--- src/clb_pkg.sv ---
package clb_pkg;

    localparam int COORD_W       = 32;
    localparam int INV_FRAC_BITS = 16;
    localparam int CFG_IDX_W     = 3;
    localparam int CPA_W         = 5;
    localparam int OBJ_W         = 16;
    localparam int CELL_OUT_W    = 4;
    localparam int S_TDATA_W     = 96;
    localparam int M_TDATA_W     = 48;

    localparam logic [CFG_IDX_W-1:0] CFG_ORIGIN_X       = 3'd0;
    localparam logic [CFG_IDX_W-1:0] CFG_ORIGIN_Y       = 3'd1;
    localparam logic [CFG_IDX_W-1:0] CFG_ORIGIN_Z       = 3'd2;
    localparam logic [CFG_IDX_W-1:0] CFG_INV_CELL_SIZE  = 3'd3;
    localparam logic [CFG_IDX_W-1:0] CFG_CELLS_PER_AXIS = 3'd4;

    localparam logic CMD_INSERT = 1'b0;
    localparam logic CMD_CLEAR  = 1'b1;

    typedef struct packed {
        logic             occupied;
        logic [OBJ_W-1:0] head;
    } clb_entry_t;

    typedef struct packed {
        logic rd_en;
        logic wr_en;
    } clb_mem_ctrl_t;

endpackage

--- src/clb_axis.sv ---
module clb_axis
    import clb_pkg::*;
#(
    parameter int COORD_FRAC_BITS = 16,
    parameter int AXIS_W          = 4
) (
    input  logic               aclk,
    input  logic               en,
    input  logic [COORD_W-1:0] pos,
    input  logic [COORD_W-1:0] origin,
    input  logic [COORD_W-1:0] inv_cell_size,
    input  logic [AXIS_W-1:0]  lim,
    output logic [AXIS_W-1:0]  cell_idx
);

    localparam int SHIFT = COORD_FRAC_BITS + INV_FRAC_BITS;

    logic [COORD_W:0]     diff_reg;
    logic [COORD_W:0]     diff_next;
    logic [2*COORD_W-1:0] prod_reg;
    logic [2*COORD_W-1:0] prod_next;
    logic                 nonpos_reg;
    logic                 nonpos_next;
    logic [2*COORD_W-1:0] quot;
    logic [AXIS_W-1:0]    cell_reg;
    logic [AXIS_W-1:0]    cell_next;

    // The difference of two signed 32-bit values never exceeds 2^32 - 1,
    // so a positive difference fits in the low 32 bits.
    assign diff_next   = {pos[COORD_W-1], pos} - {origin[COORD_W-1], origin};
    assign nonpos_next = diff_reg[COORD_W] || (diff_reg == '0);
    assign prod_next   = {{COORD_W{1'b0}}, diff_reg[COORD_W-1:0]} *
                         {{COORD_W{1'b0}}, inv_cell_size};
    assign quot        = prod_reg >> SHIFT;

    always_comb begin
        if (nonpos_reg) begin
            cell_next = '0;
        end else if (quot >= (2*COORD_W)'(lim)) begin
            cell_next = lim;
        end else begin
            cell_next = quot[AXIS_W-1:0];
        end
    end

    always_ff @(posedge aclk) begin
        if (en) begin
            diff_reg   <= diff_next;
            prod_reg   <= prod_next;
            nonpos_reg <= nonpos_next;
            cell_reg   <= cell_next;
        end
    end

    assign cell_idx = cell_reg;

endmodule

--- config.mk ---
export PLATFORM = sky130hd
export DESIGN_NAME = clb_axis
export DESIGN_NICKNAME = d
export VERILOG_FILES = /design/src/clb_pkg.sv /design/src/clb_axis.sv
export SDC_FILE = /design/constraint.sdc
export NUM_CORES = 2
export LEC_CHECK = 0
export BUFFER_PORTS_ARGS = -buffer_cell sky130_fd_sc_hd__buf_2
export CAP_MARGIN = 40
export CORE_ASPECT_RATIO = 1.1
export CORE_MARGIN = 1
export CORE_UTILIZATION = 55
export CTS_BUF_LIST = sky130_fd_sc_hd__clkbuf_4 sky130_fd_sc_hd__clkbuf_8
export DETAILED_ROUTE_END_ITERATION = 7
export PLACE_DENSITY_LB_ADDON = 0.12
export SLEW_MARGIN = 5
export SYNTH_ARGS = -nofsm -noshare
export SYNTH_HDL_FRONTEND = slang
export SYNTH_SLANG_ARGS = --single-unit
--- constraint.sdc ---
create_clock -name aclk -period 12.9 [get_ports aclk]
set_input_delay 3.225 -clock aclk [delete_from_list [all_inputs] [get_ports aclk]]
set_output_delay 3.225 -clock aclk [all_outputs]
set_load 0.03 [all_outputs]
Word-level counts from Yosys, hierarchy flattened

Cells that the tools add are included.

Muxes and demuxes: 1
Magnitude comparators: 1
Reductions and logical operators: 2
Add/subtract/negate cells: 1
Multipliers: 1

Operators by type and width:

| cell                                                          | count |
|---|---|
| 32-bit by 32-bit multiplier with 64-bit output                | 1 |
| 33-bit logical NOT                                            | 1 |
| 32-bit by 32-bit subtractor with 33-bit output                | 1 |
| 32-bit by 4-bit greater-or-equal comparator with 1-bit output | 1 |
| 4-bit 2-to-1 mux                                              | 1 |
| 1-bit logical OR                                              | 1 |

Register bits after elaboration: 102
Output and inout port bits: 4
Bits of input ports: 102

Longest topological paths before layout

Word-level depth: 2
Gate-level depth with buffers: 30
Mapped depth without buffers: 29

Least setup slack after synthesis

No wires, ideal clock.

Kind: in2reg
Start point: input port inv_cell_size[5]
End point: register prod_reg[62], data pin
Data arrival time: 10.055 ns
Path slack: 2.587 ns
Stages on the path: 28
Path buffers: 1
Cells stage by stage: clkbuf_1 > and2_1 > fa_1 > fa_1 > fa_1 > inv_1 > fa_1 > inv_1 > fa_1 > inv_1 > fa_1 > inv_1 > fa_1 > inv_1 > fa_1 > inv_1 > ha_1 > nand2_1 > nor4_2 > and4_1 > a221oi_1 > a2111oi_2 > nor4_2 > o31ai_4 > a41oi_1 > nor2b_1 > o22ai_1 > xnor2_1

Longest elaborated chain between the ends: 1

RTL lines:

| item                                           | RTL line       | text |
|---|---|---|
| from (decl)                                    | clb_axis.sv:11 | `input logic [COORD_W-1:0] inv_cell_size,` |
| 32-bit by 32-bit multiplier with 64-bit output | clb_axis.sv:32 | `assign prod_next = {{COORD_W{1'b0}}, diff_reg[COORD_W-1:0]} *` |
| net prod_next[62]                              | clb_axis.sv:21 | `logic [2*COORD_W-1:0] prod_next;` |
| to (signal assigned)                           | clb_axis.sv:49 | `prod_reg <= prod_next;` |
| to (decl)                                      | clb_axis.sv:20 | `logic [2*COORD_W-1:0] prod_reg;` |

The timed path passes the listed nets, and every way through them passes these cells.
A chain may end at the register's enable or synchronous reset.

Worst setup path after layout

Start point: input port inv_cell_size[15]
End point: register prod_reg[62], data pin

The elaborated chain is that of the path after synthesis.

==> reports/qor.yml <==
sta:
  setup_viol_count_final: 0
  hold_slack_ps: 619
  fin_crit_ps: 11040
  fin_worst_skew_ps: 29.3
  tns_ps: 0
  timing.fmax_ghz: 0.0905
  drv_slew: 0
  hold_violations: 0
  min_period_over_period_pct: 85.6
  rsz0062_at_grt: "no"
  max_slew_margin_pct: 43.2
  tightestPinTransition_ps: 852
cells_and_area:
  final_cell_mix: "inv_1, fa_1, and2_1"
  final_common_cell: "inv_1"
  drive_gt1_share_pct: 4.60
  final_cells: 4728
  largest_reg_flops: 33
  area_delta_synth_final_pct: 4.02
  nets: 5162
worst_setup_path:
  timing.rr.start: "diff_reg[26]"
  endpoint_kind: "flop"
  critPathMostFrequentCell: "fa_1"
  worstSetupPathType: "input pin to flop"
  slowest_stage: "buf_2"
  worstPathArrival_ps: 11200
  cp_max_fo: 32
  worstPathRequired_ps: 13060
  crit_path_cell_trace: "buf_2 > and2_1 > fa_1 > fa_1 > inv_1 > fa_1 > fa_1 > inv_1 > fa_1 > fa_1 > fa_1 > fa_1 > ha_1 > nand4_1 > nor4_2 > and4_1 > a221oi_1 > a2111oi_2 > nor4_2 > o31ai_4 > a41oi_1 > nor2b_1 > o22ai_1 > xnor2_1"
  timing.critical_path.from: "inv_cell_size[15]"
  critPathLaunchType: "input pin"
  cpPeakStageDelay_ps: 630
synthesis:
  syn-cell-area_mm2: 0.0365
  synthArstFlopShare_pct: 0
  synthCells: 3901
  ys_ff_latch: 70
  syn_area_per_cell_um2: 9.35
  ys_seq_area_share_pct: 5.77
  yosysWarnings: 0
  synth_edf_count: 70
  ys_types: 51
  synth_ff_type: "edfxtp_1"
  syn_nets: 5195
global_routing:
  grt_first_pass_wirelength_mm: 157
  grt_usage_pct: 31.1
  grt_max_degree: 52
  antenna_found_initial: 6
  overflow: 0
  grt_pass1_vias: 28300
routing:
  dr_total_vias: 26000
  vias_per_cell: 5.49
  drt_first_pass_iters: 8
  wl_per_cell_um: 20.8
  drt-met1-wl_mm: 37.5
  drc: 10
  routed_wirelength_mm: 98.5
  routed.top_layer: "met5"
  postRouteAntennaNets: 0
  wl_met3_mm: 4.88
  wl_met2_mm: 50.5
  drt_iter0_markers: 1384
clock_tree:
  tritoncts: "done"
  clockBufferDepth: 2
  cts-resized-gates: 0
  clock_sinks: 70
  cts_made_buffers: 9
  htreeDepth: 3
  post_cts_buffers: 0
  worst_skew_pair.late_latency_ps: 420
  clk_pin_slew_ps: 100
  ctsHoldBuffers: 0
  cts_root_buf: "clkbuf_8"
die:
  fp-row-count: 98
  die_w_um: 247
  die_area_mm2: 0.0673
  io_pins: 106
  start_util_pct: 55.9
  die_height_um: 272
  core-area_mm2: 0.0652
hold_path:
  hold_path.class: "flop to flop"
  min_from: "nonpos_reg"
placement:
  dp.cells: 4707
  hpwl_mm: 74.4
  port_buffers: 105
  gp_routability_congestion: 0.903
outcome:
  status: "finished, violations left"
  violations: "DRC"
flow_run:
  max-cap-violations: 0
## cell usage after synthesis, drive strengths merged, types with 2 or more instances
cell | n | share of area (%)
o22ai | 2 | 0.034
o21a | 16 | 0.33
nor3 | 11 | 0.16
edfxtp | 70 | 5.8
xor2 | 18 | 0.43
clkbuf | 194 | 2.0
nand2b | 12 | 0.21
a21oi | 79 | 1.1
a211oi | 6 | 0.12
nor2b | 11 | 0.19
o21bai | 10 | 0.21
and4 | 4 | 0.096
fa | 896 | 49
nor4 | 16 | 0.31
o31ai | 4 | 0.12
nand3 | 16 | 0.22
nor2 | 41 | 0.42
a31oi | 12 | 0.21
nand2 | 428 | 4.4
and2 | 634 | 11
nand4 | 20 | 0.34
a21o | 50 | 1.0
a211o | 2 | 0.048
and3 | 4 | 0.069
xnor2 | 47 | 1.1
mux2i | 3 | 0.082
o211ai | 6 | 0.12
a31o | 2 | 0.048
o21ai | 33 | 0.46
a41oi | 2 | 0.048
or3 | 2 | 0.034
ha | 296 | 10
inv | 939 | 9.7
or2 | 3 | 0.051
## kinds of logic (layout without fill, tap and decap cells)
logic type | Yosys count | count (layout) | share of synthesized area (%)
buffers and inverters | 1133 | 1105 | 11.7
muxes | 3 | 3 | 0.0824
AOI/OAI and AO/OA | 234 | 234 | 4.14
xor gates and xnor gates | 65 | 65 | 1.56
adders and majority gates | 1192 | 1192 | 59.4
other | 0 | 5 | 0
and+or+nand+nor | 1204 | 1204 | 17.4
DFF | 70 | 70 | 5.77
## area by class of cell
type | instances | area [µm²]
diodes | 5 | 12.5
repair buffers | 150 | 873
fillers | 6001 | 27300
multi-input cells | 2698 | 30100
inverters | 939 | 3520
clock buffers | 9 | 124
clock inverters | 7 | 120
flip-flops and latches | 70 | 2100
well taps | 850 | 1060
## path summary, 6_finish.rpt
path,to,slack (ps),cells past startpoint
setup reg to reg,prod_reg[62],4140,22
setup / recovery,prod_reg[62],1860,24
hold / removal,cell_idx[3],620,1
hold reg to reg,cell_idx[3],620,1
## critical path: cells and delay by family
family	cells	cell delay, ps
simple gates	6	1410
buf+inv	3	790
compound gates	5	1450
xor+xnor	1	130
fa+ha+maj	9	4120
## metrics by stage
step / utilization, % / setup WS [ps] / area, µm²
after global placement: 57.7 / 1500 / 37700
after floorplan: - / 2590 / 36500
after detailed placement: 57.7 / 1420 / 37700
final: 58.1 / 1860 / 37900
after CTS: 58.1 / 1830 / 37900
after global routing: 58.1 / 1440 / 37900
## metal layers
metal / global-route usage [%] / up-vias
met2: 54.7 / 884
met5: 0 / -
met1: 38.5 / 13500
li1: - / 11300
met4: 15.4 / 2
met3: 2.43 / 270
Power is not shown: default switching activity piles up to over one toggle a cycle in this logic, so the estimate is an artifact.
